[src/hw/rtl/ile_pkg.sv]
// ile_pkg: shared opcodes, status codes, sizes and structs of the indexed list engine
// no dependencies; used by every module of the block

package ile_pkg;

  localparam int DEPTH_DEF = 16;
  localparam int DATA_W    = 32;
  localparam int POS_W     = 5;

  typedef enum logic [3:0] {
    OP_INSERT_AT    = 4'd0,
    OP_INSERT_FRONT = 4'd1,
    OP_INSERT_END   = 4'd2,
    OP_REMOVE_AT    = 4'd3,
    OP_REMOVE_FRONT = 4'd4,
    OP_REMOVE_END   = 4'd5,
    OP_GET          = 4'd6,
    OP_FIND_FIRST   = 4'd7,
    OP_FIND_LAST    = 4'd8,
    OP_FIND_MAX     = 4'd9,
    OP_CLEAR        = 4'd10
  } op_t;

  typedef enum logic [1:0] {
    ST_OK    = 2'd0,
    ST_RANGE = 2'd1,
    ST_FULL  = 2'd2
  } status_t;

  typedef enum logic [2:0] {
    S_IDLE,
    S_RD,
    S_EV,
    S_WR,
    S_DONE
  } state_t;

  // memory port strobes from the sequencer
  typedef struct packed {
    logic we;
    logic re;
  } mem_ctl_t;

  // one finished result
  typedef struct packed {
    logic [DATA_W-1:0] read_value;
    logic [POS_W-1:0]  found_position;
    logic [1:0]        status;
    logic [POS_W-1:0]  entry_count;
  } res_t;

  localparam logic [POS_W-1:0] POS_NONE = '1;

endpackage

[src/hw/rtl/ile_mem.sv]
// ile_mem: entry storage, one write and one registered read port
// depends on ile_pkg

module ile_mem import ile_pkg::*; #(
  parameter int DEPTH = DEPTH_DEF,
  parameter int AW    = $clog2(DEPTH)
) (
  input  logic              clk,
  input  mem_ctl_t          ctl,
  input  logic [AW-1:0]     waddr,
  input  logic [DATA_W-1:0] wdata,
  input  logic [AW-1:0]     raddr,
  output logic [DATA_W-1:0] rdata
);

  logic [DATA_W-1:0] mem [DEPTH];

  always_ff @(posedge clk) begin
    if (ctl.we) begin
      mem[waddr] <= wdata;
    end
  end

  always_ff @(posedge clk) begin
    if (ctl.re) begin
      rdata <= mem[raddr];
    end
  end

endmodule

[src/hw/rtl/ile_ctrl.sv]
// ile_ctrl: sequencer that walks the entry memory for each request
// depends on ile_pkg; drives ile_mem

module ile_ctrl import ile_pkg::*; #(
  parameter int DEPTH = DEPTH_DEF,
  parameter int AW    = $clog2(DEPTH),
  parameter int CW    = $clog2(DEPTH + 1)
) (
  input  logic              clk,
  input  logic              rst_n,
  input  logic              req_valid,
  output logic              req_ready,
  input  logic [3:0]        req_opcode,
  input  logic [DATA_W-1:0] req_value,
  input  logic [POS_W-1:0]  req_position,
  input  logic              res_blocked,
  output logic              res_done,
  output res_t              res,
  output mem_ctl_t          mctl,
  output logic [AW-1:0]     waddr,
  output logic [DATA_W-1:0] wdata,
  output logic [AW-1:0]     raddr,
  input  logic [DATA_W-1:0] rdata
);

  localparam int CMPW = (CW > POS_W) ? CW : POS_W;

  state_t            state_r, state_nxt;
  logic [3:0]        op_r, op_nxt;
  logic [DATA_W-1:0] val_r, val_nxt;
  logic [AW-1:0]     p_r, p_nxt;
  logic [AW-1:0]     idx_r, idx_nxt;
  logic [CW-1:0]     cnt_r, cnt_nxt;
  logic [DATA_W-1:0] rd_r, rd_nxt;
  logic [DATA_W-1:0] best_r, best_nxt;
  logic [POS_W-1:0]  found_r, found_nxt;
  logic [1:0]        st_r, st_nxt;
  logic              hit_r, hit_nxt;

  logic [CMPW-1:0] pos_ext, cnt_ext;
  logic            full, empty, last, go_scan, go_wr, ev_done, ev_wr;

  assign pos_ext = CMPW'(req_position);
  assign cnt_ext = CMPW'(cnt_r);
  assign full    = (cnt_r == CW'(DEPTH));
  assign empty   = (cnt_r == '0);
  assign last    = (idx_r == AW'(cnt_r - CW'(1)));

  // decode of the request at acceptance
  always_comb begin
    go_scan = 1'b0;
    go_wr   = 1'b0;
    case (op_t'(req_opcode))
      OP_INSERT_AT: begin
        if (pos_ext <= cnt_ext && !full) begin
          go_scan = (pos_ext < cnt_ext);
          go_wr   = (pos_ext == cnt_ext);
        end
      end
      OP_INSERT_FRONT: begin
        go_scan = !full && !empty;
        go_wr   = !full && empty;
      end
      OP_INSERT_END:   go_wr   = !full;
      OP_REMOVE_AT:    go_scan = (pos_ext < cnt_ext);
      OP_REMOVE_FRONT, OP_REMOVE_END, OP_FIND_FIRST, OP_FIND_LAST, OP_FIND_MAX:
        go_scan = !empty;
      OP_GET:          go_scan = (pos_ext < cnt_ext);
      default: ;
    endcase
  end

  // what the evaluate step does with the data just read
  always_comb begin
    ev_done = 1'b0;
    case (op_t'(op_r))
      OP_INSERT_AT, OP_INSERT_FRONT, OP_INSERT_END: ev_done = 1'b0;
      OP_GET:  ev_done = 1'b1;
      default: ev_done = last;
    endcase
  end

  assign ev_wr = (op_r == OP_INSERT_AT) || (op_r == OP_INSERT_FRONT) ||
                 (op_r == OP_INSERT_END);

  // next state
  always_comb begin
    state_nxt = state_r;
    case (state_r)
      S_IDLE: begin
        if (req_valid) begin
          state_nxt = go_scan ? S_RD : (go_wr ? S_WR : S_DONE);
        end
      end
      S_RD: state_nxt = S_EV;
      S_EV: begin
        if (ev_wr) begin
          state_nxt = (idx_r == p_r) ? S_WR : S_RD;
        end else begin
          state_nxt = ev_done ? S_DONE : S_RD;
        end
      end
      S_WR:   state_nxt = S_DONE;
      S_DONE: if (!res_blocked) state_nxt = S_IDLE;
      default: state_nxt = S_IDLE;
    endcase
  end

  // datapath and memory strobes
  always_comb begin
    op_nxt    = op_r;
    val_nxt   = val_r;
    p_nxt     = p_r;
    idx_nxt   = idx_r;
    cnt_nxt   = cnt_r;
    rd_nxt    = rd_r;
    best_nxt  = best_r;
    found_nxt = found_r;
    st_nxt    = st_r;
    hit_nxt   = hit_r;
    mctl      = '0;
    waddr     = idx_r;
    wdata     = rdata;
    raddr     = idx_r;
    case (state_r)
      S_IDLE: begin
        if (req_valid) begin
          op_nxt    = req_opcode;
          val_nxt   = req_value;
          rd_nxt    = '0;
          found_nxt = POS_NONE;
          st_nxt    = ST_OK;
          hit_nxt   = 1'b0;
          p_nxt     = AW'(req_position);
          idx_nxt   = '0;
          case (op_t'(req_opcode))
            OP_INSERT_AT: begin
              if (pos_ext > cnt_ext) st_nxt = ST_RANGE;
              else if (full)         st_nxt = ST_FULL;
              idx_nxt = AW'(cnt_r - CW'(1));
            end
            OP_INSERT_FRONT: begin
              if (full) st_nxt = ST_FULL;
              p_nxt   = '0;
              idx_nxt = AW'(cnt_r - CW'(1));
            end
            OP_INSERT_END: begin
              if (full) st_nxt = ST_FULL;
              p_nxt = AW'(cnt_r);
            end
            OP_REMOVE_AT, OP_GET: begin
              if (pos_ext >= cnt_ext) st_nxt = ST_RANGE;
              idx_nxt = AW'(req_position);
            end
            OP_REMOVE_FRONT: begin
              if (empty) st_nxt = ST_RANGE;
              p_nxt = '0;
            end
            OP_REMOVE_END: begin
              if (empty) st_nxt = ST_RANGE;
              p_nxt   = AW'(cnt_r - CW'(1));
              idx_nxt = AW'(cnt_r - CW'(1));
            end
            OP_FIND_MAX: if (empty) st_nxt = ST_RANGE;
            OP_CLEAR:    cnt_nxt = '0;
            default: ;
          endcase
        end
      end
      S_RD: mctl.re = 1'b1;
      S_EV: begin
        case (op_t'(op_r))
          OP_INSERT_AT, OP_INSERT_FRONT, OP_INSERT_END: begin
            // move entry up one place
            mctl.we = 1'b1;
            waddr   = idx_r + AW'(1);
            if (idx_r != p_r) idx_nxt = idx_r - AW'(1);
          end
          OP_REMOVE_AT, OP_REMOVE_FRONT, OP_REMOVE_END: begin
            if (idx_r == p_r) begin
              rd_nxt = rdata;
            end else begin
              mctl.we = 1'b1;
              waddr   = idx_r - AW'(1);
            end
            if (last) cnt_nxt = cnt_r - CW'(1);
          end
          OP_GET: rd_nxt = rdata;
          OP_FIND_FIRST: begin
            if (rdata == val_r && !hit_r) begin
              found_nxt = POS_W'(idx_r);
              hit_nxt   = 1'b1;
            end
          end
          OP_FIND_LAST: if (rdata == val_r) found_nxt = POS_W'(idx_r);
          OP_FIND_MAX: begin
            if (idx_r == '0 || $signed(rdata) > $signed(best_r)) begin
              best_nxt  = rdata;
              found_nxt = POS_W'(idx_r);
            end
          end
          default: ;
        endcase
        if (!ev_wr && !last) idx_nxt = idx_r + AW'(1);
      end
      S_WR: begin
        mctl.we = 1'b1;
        waddr   = p_r;
        wdata   = val_r;
        cnt_nxt = cnt_r + CW'(1);
      end
      default: ;
    endcase
  end

  always_ff @(posedge clk) begin
    if (!rst_n) begin
      state_r <= S_IDLE;
      cnt_r   <= '0;
    end else begin
      state_r <= state_nxt;
      cnt_r   <= cnt_nxt;
    end
  end

  always_ff @(posedge clk) begin
    op_r    <= op_nxt;
    val_r   <= val_nxt;
    p_r     <= p_nxt;
    idx_r   <= idx_nxt;
    rd_r    <= rd_nxt;
    best_r  <= best_nxt;
    found_r <= found_nxt;
    st_r    <= st_nxt;
    hit_r   <= hit_nxt;
  end

  assign req_ready          = (state_r == S_IDLE);
  assign res_done           = (state_r == S_DONE) && !res_blocked;
  assign res.read_value     = rd_r;
  assign res.found_position = found_r;
  assign res.status         = st_r;
  assign res.entry_count    = POS_W'(cnt_r);

endmodule

[src/hw/rtl/indexed_list_engine.sv]
// indexed_list_engine: top level of the ordered list engine
// depends on ile_pkg, ile_ctrl and ile_mem
//
// usage
//   input channel in_valid/in_stall carries one request transaction: opcode,
//   value and position. a transaction is taken when in_valid is high and
//   in_stall low. in_stall is high while a request is in work, so no new
//   one is taken until the last is done; in_stall drops as out_valid rises
//   result channel out_valid/out_stall returns one transaction per request:
//   read_value, found_position, status and entry_count.
// sequencing
//   clear, rejected requests and unknown opcodes touch no entry; get
//   reads one entry; insert_end writes one entry and moves none
//   insert at position p moves the entries from the end down to p
//   (one read and one write per moved entry through the single memory port
//   pair); remove at p moves those after p; find ops read every entry
// reset
//   rst_n low clears the count and the sequencer; entry contents are kept
//   but unused until written again
// backpressure
//   a finished result sits in the output register while out_stall is high;
//   a new request may be taken meanwhile and waits at its end for the
//   register to free

module indexed_list_engine import ile_pkg::*; #(
  parameter int DEPTH = DEPTH_DEF
) (
  input  logic              clk,
  input  logic              rst_n,
  input  logic              in_valid,
  output logic              in_stall,
  input  logic [3:0]        in_opcode,
  input  logic [DATA_W-1:0] in_value,
  input  logic [POS_W-1:0]  in_position,
  output logic              out_valid,
  input  logic              out_stall,
  output logic [DATA_W-1:0] out_read_value,
  output logic [POS_W-1:0]  out_found_position,
  output logic [1:0]        out_status,
  output logic [POS_W-1:0]  out_entry_count
);

  localparam int AW = (DEPTH > 1) ? $clog2(DEPTH) : 1;

  mem_ctl_t          mctl;
  logic [AW-1:0]     waddr, raddr;
  logic [DATA_W-1:0] wdata, rdata;
  logic              req_ready, res_done, res_blocked;
  res_t              res;

  logic out_valid_r, out_valid_nxt;
  res_t out_r;

  // output register still full and not taken this cycle
  assign res_blocked = out_valid_r && out_stall;

  ile_ctrl #(.DEPTH(DEPTH), .AW(AW)) u_ctrl (
    .clk          (clk),
    .rst_n        (rst_n),
    .req_valid    (in_valid),
    .req_ready    (req_ready),
    .req_opcode   (in_opcode),
    .req_value    (in_value),
    .req_position (in_position),
    .res_blocked  (res_blocked),
    .res_done     (res_done),
    .res          (res),
    .mctl         (mctl),
    .waddr        (waddr),
    .wdata        (wdata),
    .raddr        (raddr),
    .rdata        (rdata)
  );

  ile_mem #(.DEPTH(DEPTH), .AW(AW)) u_mem (
    .clk   (clk),
    .ctl   (mctl),
    .waddr (waddr),
    .wdata (wdata),
    .raddr (raddr),
    .rdata (rdata)
  );

  // result holds until taken
  assign out_valid_nxt = res_done || res_blocked;

  always_ff @(posedge clk) begin
    if (!rst_n) begin
      out_valid_r <= 1'b0;
    end else begin
      out_valid_r <= out_valid_nxt;
    end
  end

  always_ff @(posedge clk) begin
    if (res_done) begin
      out_r <= res;
    end
  end

  assign in_stall           = !req_ready;
  assign out_valid          = out_valid_r;
  assign out_read_value     = out_r.read_value;
  assign out_found_position = out_r.found_position;
  assign out_status         = out_r.status;
  assign out_entry_count    = out_r.entry_count;

endmodule

[config.mk]
export PLATFORM = sky130hd
export DESIGN_NAME = indexed_list_engine
export DESIGN_NICKNAME = d
export VERILOG_FILES = /design/src/hw/rtl/ile_pkg.sv /design/src/hw/rtl/ile_mem.sv /design/src/hw/rtl/ile_ctrl.sv /design/src/hw/rtl/indexed_list_engine.sv
export SDC_FILE = /design/constraint.sdc
export NUM_CORES = 1
export LEC_CHECK = 0
export BUFFER_PORTS_ARGS = -buffer_cell sky130_fd_sc_hd__buf_4
export CAP_MARGIN = 20
export CELL_PAD_IN_SITES_DETAIL_PLACEMENT = 1
export CELL_PAD_IN_SITES_GLOBAL_PLACEMENT = 2
export CORE_MARGIN = 2
export CORE_UTILIZATION = 30
export CTS_CLUSTER_DIAMETER = 40
export DETAILED_ROUTE_END_ITERATION = 12
export GPL_ROUTABILITY_DRIVEN = 0
export PLACE_DENSITY = 0.51
export SLEW_MARGIN = 20
export SYNTH_ARGS = -nofsm -noshare
export SYNTH_HDL_FRONTEND = slang
export SYNTH_HIERARCHICAL = 1
export SYNTH_SLANG_ARGS = --single-unit
[constraint.sdc]
create_clock -name clk -period 7.1 [get_ports clk]
set_clock_uncertainty 0.1 [all_clocks]
set_input_delay 1.42 -clock clk [delete_from_list [all_inputs] [get_ports clk]]
set_output_delay 1.42 -clock clk [all_outputs]
set_load 0.01 [all_outputs]
==> summary.md <==
| Metric | Value |
|---|---|
| Area growth from synthesis to layout | `22.7%` |
| Routed vias/inst | `4.84` |
| Initial antenna violation count | `1` |
| Clk Latency, worst-skew pair | `0.69 ns` |
| Design Area, Final | `35000 sq um` |
| Synth area leaders | `edfxtp_1 74%, mux4_2 10%, ha_1 1.9%, a22oi_1 1.8%, mux2_2 1.3%` |
| Fin. Hold Viols | `0` |
| Most frequent CP cell | `o31ai_1` |
| Final period utilization | `66.4%` |
| Async SR Flop Fraction | `0%` |
| Syn avg cell area | `19.1 sq um` |
| Final nets | `1750` |
| Crit path buf inv count | `2` |
| Slowest CP cell | `nor2_4` |
| Worst Path Max Fanout | `26` |
| R2r setup slk | `2.38 ns` |
| CP peak stage delay | `0.94 ns` |
| IO Port Bufs | `90` |
| Clock slew at reported path FFs | `0.05 ns` |
| Core area | `94600 sq um` |
| Final WL | `76900 um` |
| Worst-Margin Slew | `1.07 ns` |
| Post-Place Cell Area | `30900 sq um` |
| Largest net degree at the start of global routing | `133` |
| WL per Instance | `25.4 um` |
| Most common cell in the netlist | `edfxtp_1` |
| PD cells | `325 nW/um^2` |
| Status | `completed` |
| Register area share after synthesis | `74.8%` |
| Post-route DRC | `0` |
| Layout cells sized above 1 | `29.0%` |
| Final ANT Viol Nets | `0` |
| Overall Global Routing Usage | `15.9%` |
| Post-synthesis cell count | `1490` |
| Hold crit path type | `register to register` |
| Vias | `14600` |
| Sequential cell area | `21300 sq um` |
| Post-cts sizing count | `0` |
| MaxCap Viol Count | `0` |
| CTS Sinks | `713` |
| Multi-input logic area | `6840 sq um` |
| Maximum clock path buffer count | `3` |
| Yosys warning total | `6` |
| Fmax | `212 MHz` |
| H-tree Lvls | `3` |
| Peak supply drop | `0.181 mV` |
| Delay-heaviest family, CP | `compound AO/OA/AOI/OAI gates` |
| Synth Cell Area | `28500 sq um` |
| Row count | `113` |
| Post-synth top area cell | `edfxtp_1` |
| Synth Flop Type | `edfxtp_1` |
| Most frequent cells after synthesis | `704 x edfxtp_1, 128 x mux4_2, 67 x a22oi_1, 60 x nand2_1, 47 x inv_1` |
| Vias in the first global route | `15700` |
| CP required | `7.37 ns` |
| PnR worst setup slack | `2.38 ns` |
| Synth top area share | `74.2%` |
| CTS tree | `built` |
| CTS root buf | `clkbuf_16` |
| Fin crit period | `4.72 ns` |
| First-pass GRT wire length | `112000 um` |
| Hpwl dp | `48500 um` |
| Filler Cells Inserted | `9243` |
| Critical Path End Type | `register` |
| RSZ-0062 raised after global routing | `false` |
| Synth Register Bits | `713` |
| CP arrival | `4.99 ns` |
| Die width | `312 um` |
| Critical path type | `register to register` |
| Total gr overflow | `0` |
| Critical path startpoint category | `register` |
| Starting density of the core | `30.1%` |
| Die ar. | `97500 sq um` |
| Post-synth cell types | `66` |
| IO Pins | `91` |
| Slew Viols, Final | `0` |
| Max-slew headroom | `28.7%` |
| DR pass1 iterations | `5` |
| 1st-iter DRT viols | `968` |
| CTS Hold Bufs | `0` |
| TritonCTS Buffers | `118` |
| Setup violators final | `0` |
| Die Height | `312 um` |
| Syn_nets | `1578` |
| Worst path cell trace | `a211oi_2 -> inv_1 -> o31ai_1 -> a221oi_1 -> o31ai_1 -> nand3_1 -> nor2_4 -> buf_4` |
| P_leak | `11.5 nW` |
| TNS Setup | `0 ns` |
| Setup bufs post-CTS | `0` |
| EDFF count, synth | `704` |
| Pre-CTS setup slack | `2.45 ns` |
-- logic make-up (layout without fill, tap and decap cells) --
group           count (synthesis)  after routing  share of synthesized area, %
flops                         713            713                          74.8
compound gates                173            173                          4.23
other cells                     0              1                             0
simple gates                  233            233                          4.28
fa+ha+maj                      43             43                          1.89
buf+inv                       118            388                          1.74
xor+xnor                       48             48                          1.58
mux                           162            162                          11.5
-- layout by cell type (no fill, tap or decap), drive strengths merged, types with 4 or more instances in the layout --
| cell type | netlist | final |
|---|---|---|
| or3 | 5 | 5 |
| a22oi | 67 | 67 |
| clkinv | 0 | 34 |
| a21o | 5 | 5 |
| a31oi | 6 | 6 |
| a21oi | 33 | 33 |
| nor2b | 8 | 8 |
| mux2 | 32 | 32 |
| ha | 43 | 43 |
| nor3 | 16 | 16 |
| buf | 34 | 122 |
| nor2 | 38 | 38 |
| o31ai | 5 | 5 |
| o21ai | 22 | 22 |
| inv | 48 | 68 |
| nand4 | 19 | 19 |
| and2 | 35 | 35 |
| bufinv | 0 | 16 |
| nand2b | 12 | 12 |
| a21boi | 4 | 4 |
| xor2 | 5 | 5 |
| nand2 | 60 | 60 |
| nand3b | 5 | 5 |
| mux4 | 128 | 128 |
| clkbuf | 36 | 136 |
| nor4 | 4 | 4 |
| edfxtp | 704 | 704 |
| xnor2 | 41 | 41 |
| dfxtp | 9 | 9 |
| a221oi | 5 | 5 |
| clkinvlp | 0 | 12 |
| nand3 | 18 | 18 |
-- worst paths after layout --
kind | cells past startpoint | start | to
max reg2reg | 8 | u_ctrl/op_r[0] | u_mem/mem[13][19]
min reg2reg | 0 | u_ctrl/rd_r[1] | out_read_value[1]
max | 8 | u_ctrl/op_r[0] | u_mem/mem[13][19]
min | 0 | u_ctrl/rd_r[1] | out_read_value[1]
-- area by class of cell --
type / count / area share (%)
Multi-Input combinational cell: 659 / 19.6
Antenna cell: 1 / 0.00716
Tap cell: 1265 / 4.53
Inverter: 48 / 0.515
Clock inverter: 82 / 2.80
Timing Repair Buffer: 122 / 2.78
Sequential cell: 713 / 61.0
Clock buffer: 136 / 8.79
-- layer usage --
metal	share of wire (%)	track usage, %
met1	48	23.0
met2	45	24.1
met3	4.9	3.34
met4	2.1	4.55
met5	0	0
-- registers in the layout, indices dropped and copies added (netlist names) --
name and cells:
u_mem/mem 512, out_read_value 32, u_ctrl/best_r 32, u_ctrl/rd_r 32, u_ctrl/val_r 32, u_mem/rdata 32
out_entry_count 5, out_found_position 5, u_ctrl/cnt_ext 5, u_ctrl/found_r 5, u_ctrl/op_r 4, u_ctrl/p_r 4
u_ctrl/raddr 4, u_ctrl/state_r 3, out_status 2, u_ctrl/st_r 2, out_valid 1, u_ctrl/hit_r 1
-- worst register-to-register path, stage by stage (launching register included) --
cell      delay, ns
edfxtp_1       0.51
a211oi_2       0.71
inv_1          0.17
o31ai_1        0.29
a221oi_1       0.12
o31ai_1        0.75
nand3_1        0.49
nor2_4         0.94
buf_4          0.33
-- per-stage QoR --
| step | instances | power, mW | hold WS [ns] | utilization, % |
|---|---|---|---|---|
| detailed placement | 2806 | 5.68 | 0.306 | 32.6 |
| finish | 3026 | 11.4 | 0.314 | 37.0 |
| global placement | 2805 | 5.68 | 0.302 | 32.6 |
| floorplan | 1490 | 5.34 | 0.300 | - |
| global route | 3025 | 11.8 | 0.322 | 37.0 |
| CTS | 3024 | 11.5 | 0.313 | 36.9 |
-- where the power goes --
group | switching (mW) | internal [mW] | total, mW
clock network | 2.07 | 3.71 | 5.77
logic | 0.482 | 0.313 | 0.795
registers | 0.0653 | 4.72 | 4.79
Note: power is estimated with default switching activity, not from simulation.
